File: src/rtl/adbd_pkg.sv
// ----------------------------------------------------------------------------
// ADPCM block decoder package
// Shared types, constants and the filter coefficient table.
// ----------------------------------------------------------------------------
package adbd_pkg;

  localparam int BYTE_W   = 8;
  localparam int SAMPLE_W = 16;
  localparam int POS_W    = 4;
  localparam int SHIFT_W  = 5;
  localparam int FILT_W   = 4;
  localparam int COEF_W   = 8;

  localparam logic [POS_W-1:0] POS_HEADER = 4'd0;
  localparam logic [POS_W-1:0] POS_FLAGS  = 4'd1;
  localparam logic [POS_W-1:0] POS_LAST   = 4'd15;

  localparam logic [SHIFT_W-1:0] SHIFT_RESET = 5'd16;

  localparam logic signed [31:0] SAMPLE_MIN = -32'sd32768;
  localparam logic signed [31:0] SAMPLE_MAX = 32'sd32767;
  localparam logic signed [24:0] ROUND_BIAS = 25'sd32;

  typedef struct packed {
    logic signed [COEF_W-1:0] c1;
    logic signed [COEF_W-1:0] c2;
  } coef_pair_t;

  // Commands from the controller to the datapath.
  typedef struct packed {
    logic take_byte;
    logic take_header;
    logic emit;
    logic phase_hi;
    logic block_end;
  } adbd_cmd_t;

  function automatic coef_pair_t coef_lookup(input logic [FILT_W-1:0] id);
    coef_pair_t c;
    case (id)
      4'd1:    c = '{c1: 8'sd60,  c2: 8'sd0};
      4'd2:    c = '{c1: 8'sd115, c2: -8'sd52};
      4'd3:    c = '{c1: 8'sd98,  c2: -8'sd55};
      4'd4:    c = '{c1: 8'sd122, c2: -8'sd60};
      default: c = '{c1: 8'sd0,   c2: 8'sd0};
    endcase
    return c;
  endfunction

endpackage

File: src/rtl/adpcm_block_decoder_unit.sv
// ----------------------------------------------------------------------------
// ADPCM block decoder
// Decodes a byte stream of 16-byte ADPCM sound blocks into 16-bit samples.
// ----------------------------------------------------------------------------
// Header and flag bytes are taken without giving a beat. Each data byte
// gives two sample beats, low nibble first, because one shared prediction
// unit computes one sample per cycle when the output is not stalled, and
// the second sample depends on the first. The next byte is accepted in the
// cycle of the second sample. The last sample of a block carries block_end.
module adpcm_block_decoder_unit (
  input  logic                                  clk,
  input  logic                                  rst,
  input  logic                                  in_valid,
  output logic                                  in_stall,
  input  logic [adbd_pkg::BYTE_W-1:0]           byte_in,
  output logic                                  out_valid,
  input  logic                                  out_stall,
  output logic signed [adbd_pkg::SAMPLE_W-1:0]  sample,
  output logic                                  pair_last,
  output logic                                  block_end
);

  adbd_pkg::adbd_cmd_t cmd;

  adbd_ctrl u_ctrl (
    .clk       (clk),
    .rst       (rst),
    .in_valid  (in_valid),
    .in_stall  (in_stall),
    .out_valid (out_valid),
    .out_stall (out_stall),
    .cmd       (cmd)
  );

  adbd_dp u_dp (
    .clk       (clk),
    .rst       (rst),
    .byte_in   (byte_in),
    .cmd       (cmd),
    .sample    (sample),
    .pair_last (pair_last),
    .block_end (block_end)
  );

endmodule

File: src/rtl/adbd_ctrl.sv
// ----------------------------------------------------------------------------
// ADPCM block decoder controller
// Tracks the byte position and sequences the two samples of a data byte.
// ----------------------------------------------------------------------------
module adbd_ctrl (
  input  logic                 clk,
  input  logic                 rst,
  input  logic                 in_valid,
  output logic                 in_stall,
  output logic                 out_valid,
  input  logic                 out_stall,
  output adbd_pkg::adbd_cmd_t  cmd
);

  localparam logic [1:0] ST_IDLE = 2'd0;
  localparam logic [1:0] ST_LO   = 2'd1;
  localparam logic [1:0] ST_HI   = 2'd2;

  logic [1:0]                 state;
  logic [1:0]                 state_next;
  logic [adbd_pkg::POS_W-1:0] pos;
  logic                       last_byte;
  logic                       out_free;
  logic                       accept;
  logic                       is_data;
  logic                       emit;

  assign out_free = !out_valid || !out_stall;
  assign in_stall = !((state == ST_IDLE) || ((state == ST_HI) && out_free));
  assign accept   = in_valid && !in_stall;
  assign is_data  = (pos != adbd_pkg::POS_HEADER) && (pos != adbd_pkg::POS_FLAGS);
  assign emit     = ((state == ST_LO) || (state == ST_HI)) && out_free;

  always_comb begin
    state_next = state;
    case (state)
      ST_IDLE: begin
        if (accept && is_data) state_next = ST_LO;
      end
      ST_LO: begin
        if (out_free) state_next = ST_HI;
      end
      ST_HI: begin
        if (out_free) state_next = (accept && is_data) ? ST_LO : ST_IDLE;
      end
      default: state_next = ST_IDLE;
    endcase
  end

  always_ff @(posedge clk) begin
    if (rst) begin
      state     <= ST_IDLE;
      pos       <= adbd_pkg::POS_HEADER;
      last_byte <= 1'b0;
      out_valid <= 1'b0;
    end else begin
      state <= state_next;
      if (accept) begin
        pos       <= pos + 4'd1;
        last_byte <= (pos == adbd_pkg::POS_LAST);
      end
      if (emit) out_valid <= 1'b1;
      else if (!out_stall) out_valid <= 1'b0;
    end
  end

  always_comb begin
    cmd.take_byte   = accept && is_data;
    cmd.take_header = accept && (pos == adbd_pkg::POS_HEADER);
    cmd.emit        = emit;
    cmd.phase_hi    = (state == ST_HI);
    cmd.block_end   = last_byte && (state == ST_HI);
  end

endmodule

File: src/rtl/adbd_dp.sv
// ----------------------------------------------------------------------------
// ADPCM block decoder datapath
// Header registers, sample history, one shared sample unit and output register.
// ----------------------------------------------------------------------------
module adbd_dp (
  input  logic                                  clk,
  input  logic                                  rst,
  input  logic [adbd_pkg::BYTE_W-1:0]           byte_in,
  input  adbd_pkg::adbd_cmd_t                   cmd,
  output logic signed [adbd_pkg::SAMPLE_W-1:0]  sample,
  output logic                                  pair_last,
  output logic                                  block_end
);

  logic [adbd_pkg::BYTE_W-1:0]          data_byte;
  logic [adbd_pkg::SHIFT_W-1:0]         shift_amount;
  logic [adbd_pkg::FILT_W-1:0]          filter_id;
  logic signed [adbd_pkg::SAMPLE_W-1:0] previous_one;
  logic signed [adbd_pkg::SAMPLE_W-1:0] previous_two;

  adbd_pkg::coef_pair_t                 coef;
  logic [3:0]                           nib;
  logic signed [31:0]                   placed;
  logic signed [31:0]                   scaled;
  logic signed [23:0]                   prod1;
  logic signed [23:0]                   prod2;
  logic signed [24:0]                   pred;
  logic signed [24:0]                   pred_sh;
  logic signed [31:0]                   sum;
  logic signed [adbd_pkg::SAMPLE_W-1:0] decoded;

  always_comb begin
    coef    = adbd_pkg::coef_lookup(filter_id);
    nib     = cmd.phase_hi ? data_byte[7:4] : data_byte[3:0];
    placed  = $signed({nib, 28'd0});
    scaled  = placed >>> shift_amount;
    prod1   = coef.c1 * previous_one;
    prod2   = coef.c2 * previous_two;
    pred    = 25'(prod1) + 25'(prod2) + adbd_pkg::ROUND_BIAS;
    pred_sh = pred >>> 6;
    sum     = scaled + 32'(pred_sh);
    if (sum < adbd_pkg::SAMPLE_MIN) decoded = adbd_pkg::SAMPLE_MIN[15:0];
    else if (sum > adbd_pkg::SAMPLE_MAX) decoded = adbd_pkg::SAMPLE_MAX[15:0];
    else decoded = sum[15:0];
  end

  always_ff @(posedge clk) begin
    if (rst) begin
      shift_amount <= adbd_pkg::SHIFT_RESET;
      filter_id    <= '0;
      previous_one <= '0;
      previous_two <= '0;
    end else begin
      if (cmd.take_header) begin
        shift_amount <= {1'b1, byte_in[3:0]};
        filter_id    <= byte_in[7:4];
      end
      if (cmd.emit) begin
        previous_one <= decoded;
        previous_two <= previous_one;
      end
    end
  end

  always_ff @(posedge clk) begin
    if (cmd.take_byte) data_byte <= byte_in;
    if (cmd.emit) begin
      sample    <= decoded;
      pair_last <= cmd.phase_hi;
      block_end <= cmd.block_end;
    end
  end

endmodule

File: config.mk
export PLATFORM = sky130hd
export DESIGN_NAME = adpcm_block_decoder_unit
export DESIGN_NICKNAME = d
export VERILOG_FILES = /design/src/rtl/adbd_pkg.sv /design/src/rtl/adpcm_block_decoder_unit.sv /design/src/rtl/adbd_ctrl.sv /design/src/rtl/adbd_dp.sv
export SDC_FILE = /design/constraint.sdc
export NUM_CORES = 1
export LEC_CHECK = 0
export BUFFER_PORTS_ARGS = -buffer_cell sky130_fd_sc_hd__buf_4
export CORE_MARGIN = 4
export CORE_UTILIZATION = 61
export DETAILED_ROUTE_END_ITERATION = 10
export GPL_ROUTABILITY_DRIVEN = 0
export GPL_TIMING_DRIVEN = 0
export MAX_ROUTING_LAYER = met4
export PLACE_DENSITY_LB_ADDON = 0.1
export SLEW_MARGIN = 10
export SYNTH_ARGS = -nofsm -noshare
export SYNTH_HDL_FRONTEND = slang
export SYNTH_SLANG_ARGS = --single-unit
File: constraint.sdc
create_clock -name clk -period 16.7 [get_ports clk]
set_input_delay 1.67 -clock clk [delete_from_list [all_inputs] [get_ports clk]]
set_output_delay 1.67 -clock clk [all_outputs]
set_load 0.02 [all_outputs]
==> metrics.cfg <==
[synth]
synth_top_area_frac = 0.319
syn_area_sq_mm = 0.0115
synth.distinct_cells = 53
synth.top_cells.by_count = inv_1 (246), fa_1 (183), ha_1 (131)
netlist_instances = 1263
avgSynthCellArea_sq_um = 9.08
ys.warnings.count = 0
synth-edff-count = 26
yosysMostFrequentCell = inv_1
synth_top_flop_cell = dfxtp_1
yosys.area.top_type = fa_1
synth_area_leaders = fa_1 (32%), ha_1 (14%), dfxtp_1 (8.4%)
syn_nets = 1589
yosysSeqAreaShare = 0.152
ys_ff_latch = 74
synth-async-reset-ratio = 0

[setup_path]
critical_path.startpoint_type = flop
path_common_cell = fa_1
critPathKind = flop to flop
end_kind = flop
required_ns = 16.78
r2r_slack_ns = 5.80
arrival_ns = 10.99
crit_fanout = 10
slowest_delay_ns = 0.88
slowest_stage = nor3_1

[placed_design]
dp_hpwl_mm = 22.6
post-place-ws_ns = 5.99
port_buffers = 30
place_area_sq_mm = 0.0120

[detailed_routing]
dr.pass1.iters = 5
dr_total_vias = 8393
drt-vias-per-instance = 5.46
remaining_drc_errors = 0
final_antenna_net_count = 0
drt-initial-drc-count = 643
wire_per_inst_um = 17.5
drt_wl_total_mm = 26.9

[timing]
post-route-period-util = 0.653
fin_ws_ns = 5.80
setup_tns_ns = 0
worst_slew_pin_slew_ns = 1.14
fmax_ghz = 0.0917
slew_headroom = 0.237
setup_violations = 0
fin_crit_ns = 10.90
fin_skew_ns = 0.00734
rsz0062_at_grt = false
report.final.slew_viol_count = 0
hold_violations = 0

[cts]
cts_setup_buffers = 0
cts_tree = done
hold_buffers = 0
cts_max_level = 3
clk_path_buf_depth = 2
ctsResizeCount = 0
cts_buffers = 9
cts.sinks = 74
path_clk_slew_ns = 0.07
clock_latency_ns = 0.34
cts.root.buffer_cell = clkbuf_16

[global_routing]
grtUsageTotal = 0.277
antenna_found_initial = 0
grt_max_degree = 28
grt_pass1_wl_mm = 45.6
overflow = 0
grt_pass1_vias = 8741

[floorplan]
core-area_sq_mm = 0.0182
die_h_um = 145
io_pins = 32
die_w_um = 145
placementRows = 49
initial_core_util = 0.630
die-area_sq_mm = 0.0211

[layout]
num-nets-final = 1630
final_area_sq_mm = 0.0123
diodes = 0
drive_above_1_share = 0.0497
area_delta_synth_final_pct = 7.11
final_util = 0.675

[power]
p_leak_uw = 0.00626
p_total_uw = 1470
pwr_density_cell_mw_per_mm2 = 120
ir_drop_v = 0.000166

[job]
maxCapViolations = 0

[worst_hold_path]
hp-class = flop to flop

[status]
status = complete, no violations

==> worst max-delay path: cells and delay by family (launching register included) <==
| kind | cells | cell delay [ns] |
|---|---|---|
| AOI/OAI and AO/OA | 10 | 3.02 |
| xor gates and xnor gates | 3 | 0.46 |
| adders and majority gates | 8 | 3.75 |
| buffers and inverters | 6 | 1.39 |
| DFF | 1 | 0.36 |
| and+or+nand+nor | 7 | 1.66 |
==> power breakdown <==
group	leakage [uW]	internal (uW)	switching, uW
Sequential	0.000629	251	35.6
Clock	0.000143	112	86.9
Combinational	0.00549	369	616
Total	0.00626	733	738
==> placed cells by master (no fill, tap or decap), drive strengths merged, types with 3 or more instances in the layout <==
cell type / netlist / layout
and3: 20 / 20
o21ai: 41 / 41
a21o: 12 / 12
buf: 6 / 36
nand3: 6 / 6
nor2: 98 / 98
nand2b: 13 / 13
a211oi: 8 / 8
nand2: 111 / 111
nor2b: 21 / 21
nor3: 9 / 9
o31ai: 3 / 3
o21a: 8 / 8
dfxtp: 48 / 48
xnor2: 32 / 32
nand4: 3 / 3
mux2i: 14 / 14
edfxtp: 26 / 26
mux2: 3 / 3
or2: 7 / 7
inv: 246 / 250
and2: 89 / 89
o211ai: 3 / 3
xor2: 10 / 10
clkbuf: 29 / 39
a21oi: 55 / 55
ha: 131 / 131
a21boi: 3 / 3
fa: 183 / 183
a31oi: 4 / 4
==> state kept, by name (all words and copies together), names as in the netlist <==
name	cells
u_dp.data_byte	8
u_ctrl.state	2
u_dp.block_end	1
u_dp.pair_last	1
u_dp.sample	16
u_ctrl.pos	4
u_dp.previous_one	16
u_ctrl.last_byte	1
u_dp.filter_id	4
u_dp.shift_amount	4
u_ctrl.out_valid	1
u_dp.previous_two	16
==> per-stage QoR <==
step	cells	hold slack, ns
floorplan	1263	0.442
global placement	1522	0.454
detailed placement	1522	0.464
CTS	1538	0.475
global route	1538	0.515
finish	1538	0.473
==> cells by family after synthesis <==
| family | synth area share |
|---|---|
| XOR/XNOR | 0.0321 |
| adder cells (fa/ha/maj) | 0.462 |
| multiplexers | 0.0155 |
| AND/OR/NAND/NOR | 0.163 |
| flip-flops | 0.152 |
| AO/OA/AOI/OAI | 0.0816 |
| buffers and inverters | 0.0937 |
==> final timing paths <==
check | start | endpoint | cells after the start
worst min-delay path | u_ctrl.last_byte | u_ctrl.last_byte | 2
worst min register to register | u_ctrl.last_byte | u_ctrl.last_byte | 2
worst max register to register | u_dp.filter_id[0] | u_dp.sample[10] | 34
worst max-delay path | u_dp.filter_id[0] | u_dp.sample[10] | 34
==> routing by layer <==
layer	GRT usage	vias to the layer above	wire, um
met5	-	-	0
li1	-	4036	-
met1	0.380	4090	11900
met3	0.0552	33	1830
met4	0.0608	0	484
met2	0.435	234	12700
==> area by class of cell <==
cell class	instances	area, sq um
clock buffer	10	250
timing repair buffer	30	225
fill	1510	5920
multi-input combinational	907	8650
buffer	35	149
sequential	74	1740
clock inverter	6	52.6
tap	229	287
inverter	247	927
(Power assumes the default switching activity.)
